**config.mk**
```make
export PLATFORM = sky130hd
export DESIGN_NAME = cda_ram
export DESIGN_NICKNAME = d
export VERILOG_FILES = /design/src/rtl/cda_ram.sv
export SDC_FILE = /design/constraint.sdc
export NUM_CORES = 2
export LEC_CHECK = 0
export ABC_AREA = 1
export BUFFER_PORTS_ARGS = -buffer_cell sky130_fd_sc_hd__buf_2
export CORE_MARGIN = 5
export CORE_UTILIZATION = 40
export DETAILED_ROUTE_END_ITERATION = 8
export SETUP_SLACK_MARGIN = 0.05
export SLEW_MARGIN = 20
export SYNTH_ARGS = -nofsm -noshare
export SYNTH_HDL_FRONTEND = slang
export SYNTH_SLANG_ARGS = --single-unit
```
**constraint.sdc**
```tcl
create_clock -name clk -period 1.7 [get_ports clk]
set_input_delay 0.34 -clock clk [delete_from_list [all_inputs] [get_ports clk]]
set_output_delay 0.34 -clock clk [all_outputs]
set_load 0.02 [all_outputs]
```
**src/rtl/cda_ram.sv**
```systemverilog
`timescale 1ns / 1ps
`default_nettype none
// ----------------------------------------------------------------------------
// cda_ram
// Generic simple dual-port RAM: one write port, one read port, registered read.
// ----------------------------------------------------------------------------
module cda_ram #(
  parameter int WIDTH = 8,
  parameter int DEPTH = 256
) (
  input  wire logic                     clk,
  input  wire logic                     we,
  input  wire logic [$clog2(DEPTH)-1:0] waddr,
  input  wire logic [WIDTH-1:0]         wdata,
  input  wire logic [$clog2(DEPTH)-1:0] raddr,
  output logic      [WIDTH-1:0]         rdata
);

  logic [WIDTH-1:0] mem [DEPTH];

  always_ff @(posedge clk) begin
    if (we) begin
      mem[waddr] <= wdata;
    end
    rdata <= mem[raddr];
  end

endmodule
`default_nettype wire

```
### Word level (Yosys, flattened, before mapping)

Memories as Yosys holds them, arrays and structs flattened. A register that Yosys moved wholly into a read port is not among the register bits.
Cells that the tools add are included.
W data, S select, Z words.

* output and inout bits: 8
* memories kept: 1
* bits in writable memories: 2048
* word-level logic and storage cells: 3
* input port bits: 26
* flip-flop bits (word level): 0

Memories
* mem: words 256, width 8, read ports 1, clocked after memory_dff 1, write ports 1, line 19 `logic [WIDTH-1:0] mem [DEPTH];`

* multiplexer cells: 2

Operators by type and width (number)
* $mux W1: 2

### Logic depth before layout (Yosys ltp)

* depth after elaboration: 2
* depth in mapped cells: 15
* gate-level depth less buffers: 11

### Least setup slack after synthesis

OpenSTA, ideal clock, no wires.

* path type: input to register
* start: input port we
* end: memory mem[162][0] (enable)
* buffers on the path: 2
* data required time: 1.330 ns
* stages on the path: 4
* arrival: 1.461 ns
* setup time: 0.370 ns
* slack: -0.131 ns
* cell sequence: clkbuf_1 nand3_1 clkbuf_1 nor2_1

* longest elaborated chain between the ends: 2

RTL lines
* from (decl): line 12 `input wire logic we,`
* $mux W1: line 22 `if (we) begin`
* $mux W1 (not written as such): line 23 `mem[waddr] <= wdata;`
* to (decl): line 19

No other way between the ends.

### Final worst setup path

* start: register rdata[4] (read register of mem)
* end: output port rdata[4]

RTL lines
* from (decl): line 16 `output logic [WIDTH-1:0] rdata`

No word-level cell between the ends.

==> flow_summary.toml <==
[yosys]
syn_nets = 7029
synthXorXnorAreaFrac_pct = 0
ys_seq_elements = 2056
yosys.area_share.adder_pct = 0
netlist_area_um2 = 83400
synth_most_common_cell = "nand2_1"
synth_edf_count = 2048
synth.distinct_cells = 14
syn_inst = 7003
ys_warn_count = 0
synthTopCellsByCount = "nand2_1 (2123), edfxtp_1 (2048), nand3_1 (2019)"
synthMuxAreaShare_pct = 0
synth_top_cell_by_area = "edfxtp_1"
yosysTopAreaCellShare_pct = 73.7
async_reset_ff_share_pct = 0
synth_area_leaders = "edfxtp_1 (74%), nand3_1 (12%), nand2_1 (9.6%)"
synth-simple-area-share_pct = 22.9
synth_top_family_by_area = "simple AND/OR/NAND/NOR gates"
ys.flop_type = "edfxtp_1"
syn_avg_cell_area_um2 = 11.9
ys_seq_area_share_pct = 73.9
synth_compound_area_share_pct = 0

[timing]
setup_violations = 1
final.setup.tns_ns = -0.0123
finalHoldViolations = 0
worstMarginPinSlew_ns = 0.530
finalClockSkew_ns = 0.0288
rsz0062_at_grt = "true"
slew_viol_final = 0
whs_ns = 0.254
relSlewSlack_pct = 64.6
layout_min_cycle_time_ns = 1.71
fin_ws_ns = -0.0123
period_share_pct = 101
max_freq_ghz = 0.584

[routing]
post_drt_wl_per_cell_um = 23.0
antenna_left = 0
postRouteWirelength_mm = 241
drt_iter0_markers = 6465
drc_errors = 0
dr_total_vias = 56685
viasPerCell = 5.42
first_pass_iters = 5

[placed_design]
dp_hpwl_mm = 154
gp_congestion = 0.879
portBuffers = 33
placedCellCount = 10083

[grt]
grt_overflow = 0
grt_pass1_wl_mm = 357
grt_pass1_vias = 54697
antenna_found_initial = 11
track_usage_pct = 21.7
grt_max_degree = 72

[setup_path]
cp_max_fo = 1
slowest_stage = "dfxtp_4"
cp-endpoint = "rdata[4]"
cp_top_family = "flip-flops"
max_stage_delay_ns = 0.41
startpoint = "rdata[4]$_DFF_P_"
path_class = "reg -> out"
setup.worst_path.end_class = "output port"
crit_cells = 1
reg2regPathDepth = 10
rr_endpoint = "rdata[6]$_DFF_P_"
timing.rr.start = "mem[109][6]$_DFFE_PP_"
arrival_ns = 1.37
required_ns = 1.36
cp_cell_sequence = "buf_6"
critPathLaunchType = "register"
ff2ff_setup_slack_ns = 0.08
path_buf_inv = 1

[cts]
cts_root_buf = "clkbuf_16"
cts_num_sinks = 2056
path_clk_slew_ns = 0.06
h-tree-depth = 4
postCtsSetupBuffers = 0
clk_path_buf_depth = 3
tritoncts = "done"
numCtsBuffers = 203
insertion_delay_ns = 0.83

[power_and_ir_drop]
p_per_area_nw_per_um2 = 1070
cellLeakagePower_uw = 0.0358
ir_drop_uv = 1100
p_total_uw = 107000

[run_status]
status = "finished, violations left"
violations = "setup timing"

[run]
maxCapViolations = 0

[final_layout]
multiInputGateArea_um2 = 20000
finalNonFillerCells = 10462
final_nets = 7537
drive_gt1_share_pct = 15.8
fill_cells = 18178
regArea_um2 = 61700
fin_util_pct = 48.3
area_growth_pct = 20.1

[floorplan]
fp.dieArea_um2 = 218000
die_w_um = 467
ioPinCount = 34
core_um2 = 207000
initial_utilization_pct = 40.2
fp.dieH_um = 467
rows = 167

[min_path]
min-delay-path-class = "in -> reg"
==> worst min-delay path by stage <==
stage / from / to / slack [ns] / cells past startpoint
2_1_floorplan: wdata[0] / mem[0][0]$_DFFE_PP_ / 0.44 / 0
3_3_place_gp: wdata[0] / mem[250][0]$_DFFE_PP_ / 0.62 / 1
3_5_place_dp: wdata[0] / mem[251][0]$_DFFE_PP_ / 0.61 / 1
4_1_cts: raddr[5] / rdata[6]$_DFF_P_ / 0.16 / 7
5_1_grt: raddr[5] / rdata[5]$_DFF_P_ / 0.27 / 7
6_report: raddr[5] / rdata[6]$_DFF_P_ / 0.25 / 7
==> layout by cell type, fill, tap and decap left out, types with 6 or more instances in the layout <==
| cell | instances |
|---|---|
| dfxtp_4 | 6 |
| buf_2 | 13 |
| dlygate4sd3_1 | 9 |
| nand3_1 | 1906 |
| bufinv_16 | 17 |
| clkbuf_1 | 37 |
| nand2_1 | 2119 |
| buf_4 | 555 |
| inv_1 | 34 |
| buf_6 | 12 |
| nand3_4 | 13 |
| clkinv_2 | 41 |
| buf_8 | 12 |
| nand3_2 | 100 |
| buf_12 | 182 |
| nor2_1 | 253 |
| clkinv_1 | 51 |
| clkbuf_16 | 210 |
| nor2_4 | 30 |
| edfxtp_1 | 2048 |
==> stage by stage <==
stage | worst slack [ns] | instance area [um2]
floorplan | 0.00182 | 83700
global placement | -1.03 | 92800
detailed placement | -1.02 | 92800
CTS | -0.0723 | 99600
global route | -0.0562 | 100000
finish | -0.0123 | 100000
==> sequential cells by signal, summed over array words and instances, names as in the netlist <==
signal and count:
mem 2048, rdata 8
==> area by class of cell <==
cell class              count  share of cell area [%]
diodes                      3                 0.00750
clock inverters           120                    1.03
well taps                2788                    3.48
repair buffers            786                    8.35
flip-flops and latches   2056                    61.6
multi-input cells        4425                    20.0
clock buffers             245                    5.34
inverters                  39                   0.180
==> cells by family after synthesis <==
| logic type | after synthesis |
|---|---|
| buf+inv | 522 |
| flops | 2056 |
| simple gates | 4425 |
==> power by group <==
part	internal, uW	leakage, uW	switching, uW
Combinational	2500	0.0142	5310
Clock	24800	0.00314	18800
Sequential	55900	0.0185	82.4
==> layer usage <==
| metal | track usage (%) | part of all wire [%] | vias to the layer above |
|---|---|---|---|
| met5 | 0 | 0.0054 | - |
| met4 | 6.89 | 3.1 | 2 |
| met3 | 3.85 | 7.9 | 394 |
| met2 | 35.1 | 47 | 2295 |
| met1 | 30.1 | 42 | 28065 |
| li1 | - | - | 25929 |
==> timing repair <==
item                                   4_1_cts  5_1_grt
endpoints found under the hold margin      143        0
cloned                                       0        2
pin swaps                                    0       13
resized for setup                           66       99
hold buffers                                 9        0
setup endpoints to repair                   16       16
No activity file was read; power rests on OpenSTA's default activity.
