<file path="src/rtl/cda_pkg.sv">
`timescale 1ns / 1ps
`default_nettype none
// ----------------------------------------------------------------------------
// cda_pkg
// Shared constants, codes and ALU request/response types for the chunked
// descriptor allocator.
// ----------------------------------------------------------------------------
package cda_pkg;

  localparam int SLOTS_PER_CHUNK = 64;
  localparam int MAX_CHUNKS      = 256;
  localparam int SLOT_LOG2       = $clog2(SLOTS_PER_CHUNK);

  localparam int ID_W     = 8;    // chunk id
  localparam int CNT_W    = 9;    // chunk counts: total, carved, run size, free level
  localparam int COUNT_W  = 15;   // slot counts and fill
  localparam int BASE_W   = 14;   // base index
  localparam int USERS_W  = 16;   // per-chunk user count
  localparam int NEED_W   = COUNT_W - SLOT_LOG2 + 1;  // chunks needed by a request
  localparam int SUM_W    = NEED_W + 1;               // carved + need
  localparam int ALU_W    = 16;

  localparam int IN_DATA_W  = 24;
  localparam int OUT_DATA_W = 24;

  localparam logic [USERS_W-1:0] USERS_MAX = '1;

  localparam logic OP_ALLOC   = 1'b0;
  localparam logic OP_RELEASE = 1'b1;

  typedef enum logic [1:0] {
    STATUS_OK       = 2'd0,
    STATUS_FAIL     = 2'd1,
    STATUS_NO_USERS = 2'd2
  } status_t;

  typedef struct packed {
    logic [ALU_W-1:0] a;
    logic [ALU_W-1:0] b;
    logic             sub;
  } alu_req_t;

  typedef struct packed {
    logic [ALU_W-1:0] res;
    logic             ge;   // a >= b, unsigned
  } alu_rsp_t;

endpackage
`default_nettype wire

</file>
<file path="src/rtl/cda_alu.sv">
`timescale 1ns / 1ps
`default_nettype none
// ----------------------------------------------------------------------------
// cda_alu
// Shared add/subtract unit with unsigned greater-or-equal flag.
// ----------------------------------------------------------------------------
module cda_alu (
  input  wire cda_pkg::alu_req_t req,
  output cda_pkg::alu_rsp_t      rsp
);
  import cda_pkg::*;

  logic [ALU_W:0] diff;
  logic [ALU_W:0] sum;

  assign diff    = {1'b0, req.a} - {1'b0, req.b};
  assign sum     = {1'b0, req.a} + {1'b0, req.b};
  assign rsp.res = req.sub ? diff[ALU_W-1:0] : sum[ALU_W-1:0];
  assign rsp.ge  = ~diff[ALU_W];

endmodule
`default_nettype wire
</file>
<file path="config.mk">
export PLATFORM = sky130hd
export DESIGN_NAME = cda_alu
export DESIGN_NICKNAME = d
export VERILOG_FILES = /design/src/rtl/cda_pkg.sv /design/src/rtl/cda_alu.sv
export SDC_FILE = /design/constraint.sdc
export NUM_CORES = 1
export LEC_CHECK = 0
export BUFFER_PORTS_ARGS = -buffer_cell sky130_fd_sc_hd__buf_2
export CORE_MARGIN = 2
export CORE_UTILIZATION = 40
export DETAILED_ROUTE_END_ITERATION = 10
export PLACE_DENSITY = 0.7
export SLEW_MARGIN = 10
export SYNTH_ARGS = -nofsm -noshare
export SYNTH_HDL_FRONTEND = slang
export SYNTH_SLANG_ARGS = --single-unit
</file>
<file path="constraint.sdc">
create_clock -name vclk -period 4.33
set_input_delay 1.0825 -clock vclk [all_inputs]
set_output_delay 1.0825 -clock vclk [all_outputs]
set_load 0.05 [all_outputs]
</file>
== Yosys cells after proc, flatten, opt, wreduce, memory -nomap -nowiden ==
Index checks and enable logic that the tools add are counted.

* Memories kept: 0
* Bits in writable memories: 0
* Latch bits: 0
* Bits in read-only memories: 0
* Bits of input ports: 33
* Output and inout bits: 17
* Register bits: 0

* Divide/modulo/power cells: 0
* Bitwise logic cells: 1
* Shifts and indexed selects: 0
* Multiply operators: 0
* Reductions and logical operators: 0
* $lt $le $gt $ge: 0
* Equality and inequality tests: 0
* Multiplexer cells: 1
* $add $sub $neg: 2

{| class="wikitable"
|+ Operator list
! cell !! count
|-
| $sub 16x16->17 || 1
|-
| $add 16x16->16 || 1
|-
| $mux 16 || 1
|-
| $not 1->1 || 1
|}

== Longest topological paths before layout ==
Gate-level depths: netlist of the first run.

* Depth after elaboration: 2
* Mapped depth: 9

== Worst setup path after synthesis of the first run ==
No wires, ideal clock.

* Path kind: input -> output
* From: input req[17] (netlist name)
* To: output rsp[13] (netlist name)
* Arrival time: 4.078 ns
* Stages: 8
* Slack: -0.831 ns
* Path through: inv_1 > ha_1 > fa_1 > nor2b_1 > o21bai_1 > a31oi_1 > a21oi_1 > o311ai_0

{| class="wikitable"
|+ RTL lines
! element !! line !! RTL
|-
| from (decl) || cda_alu.sv:8 || <nowiki>input wire cda_pkg::alu_req_t req,</nowiki>
|-
| to (decl) || cda_alu.sv:9 || <nowiki>output cda_pkg::alu_rsp_t rsp</nowiki>
|}

==> results of run 1 <==
-- cell type report --
type	instances	area share, %
Timing Repair Buffer	71	20.42
Inverter	25	4.478
Tap cell	48	2.866
Multi-Input combinational cell	179	72.24
-- per-layer routing --
layer	vias to the layer above	track usage, %	share of wire (%)
met4	0	1.786	0.88
met3	4	0.1704	3.4
li1	895	-	-
met2	45	34.13	52
met1	840	22.64	43
met5	-	0	0
-- synth_stat cells (2+ instances only) --
| master | instances | share of area (%) |
|---|---|---|
| o41ai_1 | 3 | 1.7 |
| clkbuf_1 | 7 | 1.7 |
| buf_2 | 5 | 1.6 |
| a31oi_1 | 3 | 1.2 |
| o311ai_0 | 2 | 1.1 |
| xor2_1 | 6 | 3.4 |
| nor4_1 | 2 | 0.80 |
| nand2b_1 | 6 | 2.4 |
| nor2b_1 | 6 | 2.4 |
| o21bai_1 | 3 | 1.4 |
| xnor2_1 | 7 | 3.9 |
| o21ai_0 | 15 | 4.8 |
| o31ai_1 | 3 | 1.4 |
| nand3b_1 | 2 | 0.96 |
| a221oi_1 | 2 | 1.1 |
| inv_1 | 25 | 6.0 |
| nor3_1 | 5 | 1.6 |
| nor3b_1 | 3 | 1.4 |
| a31o_2 | 2 | 1.1 |
| fa_1 | 2 | 2.6 |
| o21a_1 | 2 | 0.96 |
| ha_1 | 31 | 25 |
| a21oi_1 | 20 | 6.4 |
| a21o_1 | 3 | 1.4 |
| nand3_1 | 2 | 0.64 |
| nand2_1 | 6 | 1.4 |
| mux2i_1 | 2 | 1.3 |
| nor2_1 | 18 | 4.3 |
-- final timing paths --
kind              cells after the start  endpoint   start
hold / removal                        4    rsp[1]  req[1]
setup / recovery                     11    rsp[9]  req[5]
-- power by group through the flow --
stage,Combinational (uW),Clock [uW],Sequential [uW]
after global placement,398,0,0
final,425,0,0
after floorplan,298,0,0
after CTS,412,0,0
after detailed placement,401,0,0
after global routing,454,0,0
-- worst max-delay path, delay by kind of cell --
family | cells | cell delay (ns)
buffers and inverters | 4 | 0.45
and+or+nand+nor | 2 | 0.29
AOI/OAI and AO/OA | 3 | 0.81
xor gates and xnor gates | 1 | 0.15
adders and majority gates | 1 | 0.40
-- cells by family after synthesis --
| logic type | count (synthesis) |
|---|---|
| simple gates | 59 |
| buf+inv | 39 |
| fa+ha+maj | 33 |
| compound gates | 72 |
| xor+xnor | 13 |
| mux | 2 |
-- repair_timing --
item / CTS / global route
setup endpoints to repair: 3 / 7
setup buffers: 0 / 1
pin swaps: 0 / 7
gates resized for setup: 8 / 21
cloned: 0 / 0
-- through the flow --
stage                     TNS [ns]  hold WS [ns]  util (%)  power [uW]  worst slack, ns
after floorplan                  0         2.456         -       297.6         0.009046
after global placement     -0.1442         2.604     53.87       398.2         -0.09561
after detailed placement   -0.1728         2.608     53.87       400.6         -0.09426
after CTS                        0         2.609     54.58       412.4          0.02383
after global routing       -0.1041         2.626     56.82       454.1         -0.03944
final                            0         2.606     56.82       425.4          0.07881
-- layout by cell type (no fill, tap or decap), types with 4 or more instances in the layout --
cell / n
ha_1: 29
buf_2: 45
nor3_1: 5
nand2b_1: 6
inv_1: 25
a21oi_1: 17
xor2_1: 4
nor2b_1: 5
buf_4: 24
nor2_1: 18
nand2_1: 6
o21ai_0: 12
xnor2_1: 5
==> results.toml, run 1 <==
[final_layout]
stdcell_area_sq_um = 2096
nets = 343
clkbuf_count = 0
multi_input_area_sq_um = 1514
fin_cells = 323
drive_above_1_share_pct = 36.73
nFillCells = 369
syn2layout_area_growth_pct = 34.65
antenna_cells_inserted = 0
register_area_sq_um = 0
nFlopsAndLatches = 0

[synthesis]
syn_avg_cell_area_sq_um = 7.140
netlist_area_sq_um = 1556
yosys.area_share.simple_pct = 21.70
synth_fa_ha_area_share_pct = 27.49
synth_compound_area_share_pct = 31.83
synth.area.mux_share_pct = 1.286
synth_cells = 218
synth_top_family_by_area = "compound AO/OA/AOI/OAI gates"
yosys_warnings = 0
synth_seq_area_share_pct = 0
synth_nets = 284
ys_types = 53
synthXorXnorAreaFrac_pct = 7.315

[critical_path]
startpoint_type = "input port"
required_ns = 3.25
crit_path_cell_trace = "buf_2 -> inv_1 -> ha_1 -> nor2_1 -> a21oi_1 -> nand3b_1 -> a2111o_1 -> o31ai_1 -> buf_4 -> xor2_2 -> buf_6"
crit_fanout = 6
critPathArrivalTime_ns = 3.17
path_class = "in2out"
cp_slowest_cell = "a2111o_1"
cpPeakStageDelay_ns = 0.43
endpoint_kind = "output pin"

[power]
p_sw_share_pct = 63.85
clkPwrFrac_pct = 0
ir_drop_uv = 123.8
combPwrFrac_pct = 100.0
pwr-share-seq_pct = 0
power_density_nw_per_um2 = 203.0
p_switching_uw = 271.6
cellInternalPower_uw = 153.8
p_leak_uw = 0.001035

[place]
place_area_sq_um = 1987
numPlacedInstances = 322
globalplace.congestion = 0.8787
port_buffers = 50
hpwlAfterDp_mm = 3.322

[sta]
relSlewSlack_pct = 75.52
worstMarginPinSlew_ns = 0.3624
finalCriticalPeriod_ns = 4.251
rsz0062_at_grt = "true"
hold_viol_final = 0
finalSetupViolations = 0
slew_viol_final = 0
post-route-period-util_pct = 98.18
fmax_ghz = 0.2352

[job]
cap_viol_max_count = 0

[detailed_routing]
routed_wl_mm = 4.098
drt-wirelength-per-cell_um = 12.69
route.detailed.drc = 0
route.vias.total = 1784
dr.pass1.iters = 4
vias_per_cell = 5.523
detail-route-antenna-nets = 0
drt_iter0_drc = 81

[global_routing]
antenna_found_initial = 0
first_global_vias = 1652
grt_use_total_pct = 17.77
grt_start_max_net_pins = 27
grt_first_pass_wirelength_mm = 6.575
gr-total-overflow = 0

[floorplan]
die_h_um = 66.38
io_pins = 50
die-area_sq_um = 4406
start_util_pct = 42.20
core_area_sq_um = 3689
num_rows = 22
die_x_um = 66.38

[min_path]
min-delay-path-class = "in2out"

[status]
outcome = "complete, no violations"

[clock_network]
hold_buffers = 0
Note: power is estimated with default switching activity, not from simulation.
==> run 2: changes to the inputs <==
--- a/config.mk
+++ b/config.mk
@@ -5,11 +5,13 @@
 export SDC_FILE = /design/constraint.sdc
 export NUM_CORES = 1
 export LEC_CHECK = 0
+export ABC_AREA = 1
 export BUFFER_PORTS_ARGS = -buffer_cell sky130_fd_sc_hd__buf_2
+export CAP_MARGIN = 5
 export CORE_MARGIN = 2
 export CORE_UTILIZATION = 40
 export DETAILED_ROUTE_END_ITERATION = 10
-export PLACE_DENSITY = 0.7
+export PLACE_DENSITY = 0.67
 export SLEW_MARGIN = 10
 export SYNTH_ARGS = -nofsm -noshare
 export SYNTH_HDL_FRONTEND = slang
==> constraint.sdc (replaced) <==
create_clock -name vclk -period 4.2
set_input_delay 1.05 -clock vclk [all_inputs]
set_output_delay 1.05 -clock vclk [all_outputs]
set_load 0.05 [all_outputs]
==> results.toml, run 2 <==
[floorplan]
num_rows = 26
core_area_sq_um = 5172
die_h_um = 77.88
die-area_sq_um = 6065
io_pins = 50
die_x_um = 77.88
start_util_pct = 42.21

[global_routing]
first_global_vias = 2470
grt_first_pass_wirelength_mm = 10.66
gr-total-overflow = 0
grt_start_max_net_pins = 17
grt_use_total_pct = 20.62
antenna_found_initial = 0

[final_layout]
syn2layout_area_growth_pct = 11.17
nFlopsAndLatches = 0
nFillCells = 592
stdcell_area_sq_um = 2427
clkbuf_count = 0
final_common_cell = "nand2_1"
utilization_pct = 46.93
register_area_sq_um = 0
multi_input_area_sq_um = 1770
antenna_cells_inserted = 0
final_cell_mix = "159 x nand2_1, 77 x inv_1, 50 x buf_2"
drive_above_1_share_pct = 14.32
nets = 529

[synthesis]
yosys_warnings = 0
synth_cells = 422
synth_fa_ha_area_share_pct = 19.60
synth_seq_area_share_pct = 0
synth_top_family_by_area = "simple AND/OR/NAND/NOR gates"
synthMostInstantiatedCell = "nand2_1"
synth.area.mux_share_pct = 0
synth_common_cells = "159 x nand2_1, 77 x inv_1, 33 x nor2_1, 31 x ha_1, 26 x nand3_1"
yosys.area_share.simple_pct = 47.74
synthXorXnorAreaFrac_pct = 3.209
netlist_area_sq_um = 2183
syn_avg_cell_area_sq_um = 5.174
synth_top_area_share_pct = 27.34
synth_nets = 488
synthTopCellsByArea = "nand2_1 27%, ha_1 18%, inv_1 13%"
synth_largest_area_cell = "nand2_1"
synth_compound_area_share_pct = 10.54
ys_types = 26

[sta]
worstMarginPinSlew_ns = 0.3476
slew_viol_final = 0
hold_viol_final = 0
whs_ns = 2.548
fmax_ghz = 0.2550
finalSetupViolations = 0
finalCriticalPeriod_ns = 3.921
relSlewSlack_pct = 76.83
post-route-period-util_pct = 93.36
rsz0062_at_grt = "false"
finalSetupTns_ns = 0

[detailed_routing]
detail-route-antenna-nets = 0
routed_wl_mm = 6.046
drt_iter0_drc = 111
route.vias.total = 2600
vias_per_cell = 4.896
dr.pass1.iters = 4
route.detailed.drc = 0
drt-wirelength-per-cell_um = 11.39

[min_path]
min-delay-path-class = "in2out"

[critical_path]
endpoint_kind = "output pin"
crit_fanout = 7
critPathArrivalTime_ns = 2.87
path_class = "in2out"
required_ns = 3.15
startpoint_type = "input port"

[clock_network]
cts_resized = 0
cts_setup_buffers = 0
hold_buffers = 0

[place]
globalplace.congestion = 0.9010
place_area_sq_um = 2427
port_buffers = 50
hpwlAfterDp_mm = 5.208

[power]
p_leak_uw = 0.001537
power_uw = 448.7
ir_drop_uv = 97.97
power_density_nw_per_um2 = 184.8

[job]
cap_viol_max_count = 0

[status]
outcome = "complete, no violations"
## run 2: cell types whose count changed after synthesis, sizes merged, moves of 4 or more
cell	before	now
nor2	18	39
nand4	1	13
inv	25	81
nand2	6	159
buf	6	13
nand3	2	27
xnor2	7	1
nor2b	6	0
o21ai	16	12
clkbuf	8	0
nand2b	6	0
## run 2: worst paths after layout
check / cells past startpoint / end / start / slack [ns]
worst min-delay path: 4 / rsp[1] / req[1] / 2.55
worst max-delay path: 14 / rsp[16] / req[13] / 0.28
## run 2: cells by family (layout without fill, tap and decap cells)
logic type	count (synthesis)	after routing
AO/OA/AOI/OAI	40	40
XOR/XNOR	8	8
adder cells (fa/ha/maj)	33	33
buffers and inverters	94	133
AND/OR/NAND/NOR	247	247
## run 2: metrics by stage
stage / setup slack, ns / cells
floorplan: 0.3174 / 422
global placement: 0.3264 / 531
detailed placement: 0.3184 / 531
CTS: 0.3100 / 531
global route: 0.1348 / 531
finish: 0.2790 / 531
## run 2: power by group
part           switching, uW  leakage (uW)  internal (uW)  total [uW]
combinational            319       0.00154            130         449
clock                      0             0              0           0
sequential                 0             0              0           0
total                    319       0.00154            130         449
## run 2: worst max-delay path: stages
cell	delay [ns]
buf_2	0.09
inv_1	0.04
ha_1	0.40
inv_2	0.15
nand2_1	0.09
nor3_1	0.26
and2_1	0.19
nand2_1	0.09
nand2_1	0.07
nand2_1	0.05
nand2_1	0.06
nand2_1	0.05
nand2_1	0.05
buf_2	0.25
## run 2: cell type report
cell class	instances	share of cell area, %
Multi-Input combinational cell	328	72.94
Inverter	81	12.53
Timing Repair Buffer	52	10.93
Tap cell	70	3.608
## run 2: routing by layer
| metal | GRT usage (%) | wire [um] |
|---|---|---|
| met5 | 0 | 0 |
| met4 | 4.107 | 137 |
| met3 | 1.163 | 352 |
| met2 | 36.98 | 2819 |
| met1 | 27.07 | 2737 |
==> run 3: changes to the inputs <==
--- a/config.mk
+++ b/config.mk
@@ -8,10 +8,9 @@
 export ABC_AREA = 1
 export BUFFER_PORTS_ARGS = -buffer_cell sky130_fd_sc_hd__buf_2
 export CAP_MARGIN = 5
-export CORE_MARGIN = 2
-export CORE_UTILIZATION = 40
+export CORE_UTILIZATION = 45
 export DETAILED_ROUTE_END_ITERATION = 10
-export PLACE_DENSITY = 0.67
+export PLACE_DENSITY = 0.73
 export SLEW_MARGIN = 10
 export SYNTH_ARGS = -nofsm -noshare
 export SYNTH_HDL_FRONTEND = slang
==> results.toml, run 3 (same netlist as run 2, synthesis figures left out) <==
[final_layout]
register_area_sq_um = 0
clkbuf_count = 0
nets = 529
final_cell_mix = "159 x nand2_1, 77 x inv_1, 50 x buf_2"
syn2layout_area_growth_pct = 10.14
nFlopsAndLatches = 0
drive_above_1_share_pct = 14.32
final_common_cell = "nand2_1"
nFillCells = 503
antenna_cells_inserted = 0

[min_path]
min-delay-path-class = "in2out"

[detailed_routing]
drt_iter0_drc = 145
drt-wirelength-per-cell_um = 11.18
route.detailed.drc = 0
dr.pass1.iters = 5
routed_wl_mm = 5.737
detail-route-antenna-nets = 0
vias_per_cell = 5.189
route.vias.total = 2662

[sta]
fin_ws_ns = 0.3617
fmax_ghz = 0.2605
finalSetupViolations = 0
worstMarginPinSlew_ns = 0.3256
post-route-period-util_pct = 91.39
hold_viol_final = 0
finalSetupTns_ns = 0
finalCriticalPeriod_ns = 3.838
rsz0062_at_grt = "false"
slew_viol_final = 0
relSlewSlack_pct = 78.29

[job]
cap_viol_max_count = 0

[clock_network]
hold_buffers = 0
cts_resized = 0
cts_setup_buffers = 0

[critical_path]
startpoint_type = "input port"
crit_fanout = 9
path_class = "in2out"
endpoint_kind = "output pin"
critPathArrivalTime_ns = 2.79
required_ns = 3.15

[status]
outcome = "complete, no violations"

[floorplan]
num_rows = 24
core_area_sq_um = 4504
die_x_um = 71.66
die_h_um = 71.66
start_util_pct = 48.47
die-area_sq_um = 5134
io_pins = 50

[global_routing]
first_global_vias = 2349
grt_use_total_pct = 22.79
gr-total-overflow = 0
grt_start_max_net_pins = 17
grt_first_pass_wirelength_mm = 9.798
antenna_found_initial = 0

[place]
globalplace.congestion = 0.9881
port_buffers = 50
hpwlAfterDp_mm = 4.903
pre_cts_slack_ns = 0.3925

[power]
power_density_nw_per_um2 = 185.9
p_leak_uw = 0.001537
ir_drop_uv = 102.3
-- run 3: final timing paths --
path | cells past startpoint | to | slack, ns | start
max | 12 | rsp[16] | 0.36 | req[11]
min | 4 | rsp[1] | 2.54 | req[1]
-- run 3: metal layers --
layer	global-route usage, %	wire length, um	vias to the layer above
met5	0	0	-
met4	3.922	70	0
met3	0.4219	375	7
met2	41.51	2673	97
met1	30.35	2618	1185
li1	-	-	1373
-- run 3: worst max-delay path, stage by stage --
cell and delay [ns]:
buf_2 0.09, inv_1 0.04, ha_1 0.46, inv_1 0.14, a21oi_1 0.20, nand2_1 0.11
a21oi_1 0.20, nand3_1 0.10, nand2_1 0.07, nand2_1 0.05, nand2_1 0.05, buf_2 0.25
-- run 3: final cells by class --
class	instances	area [sq um]	area share, %
well taps	52	65.06	2.706
inverters	81	304.0	12.64
multi-input cells	328	1770	73.62
repair buffers	52	265.3	11.03
-- run 3: power by group --
part	internal, uW	total, uW	switching, uW
registers	0	0	0
logic	130	447	317
clock network	0	0	0
total	130	447	317
-- run 3: per-stage QoR --
step | std cells | hold WS, ns | instance area (sq um) | util [%] | total power, uW
floorplan | 422 | 2.391 | 2183 | - | 353.8
global placement | 513 | 2.535 | 2405 | 53.39 | 439.0
detailed placement | 513 | 2.552 | 2405 | 53.39 | 442.4
CTS | 513 | 2.545 | 2405 | 53.39 | 443.7
global route | 513 | 2.563 | 2405 | 53.39 | 491.8
finish | 513 | 2.541 | 2405 | 53.39 | 447.1
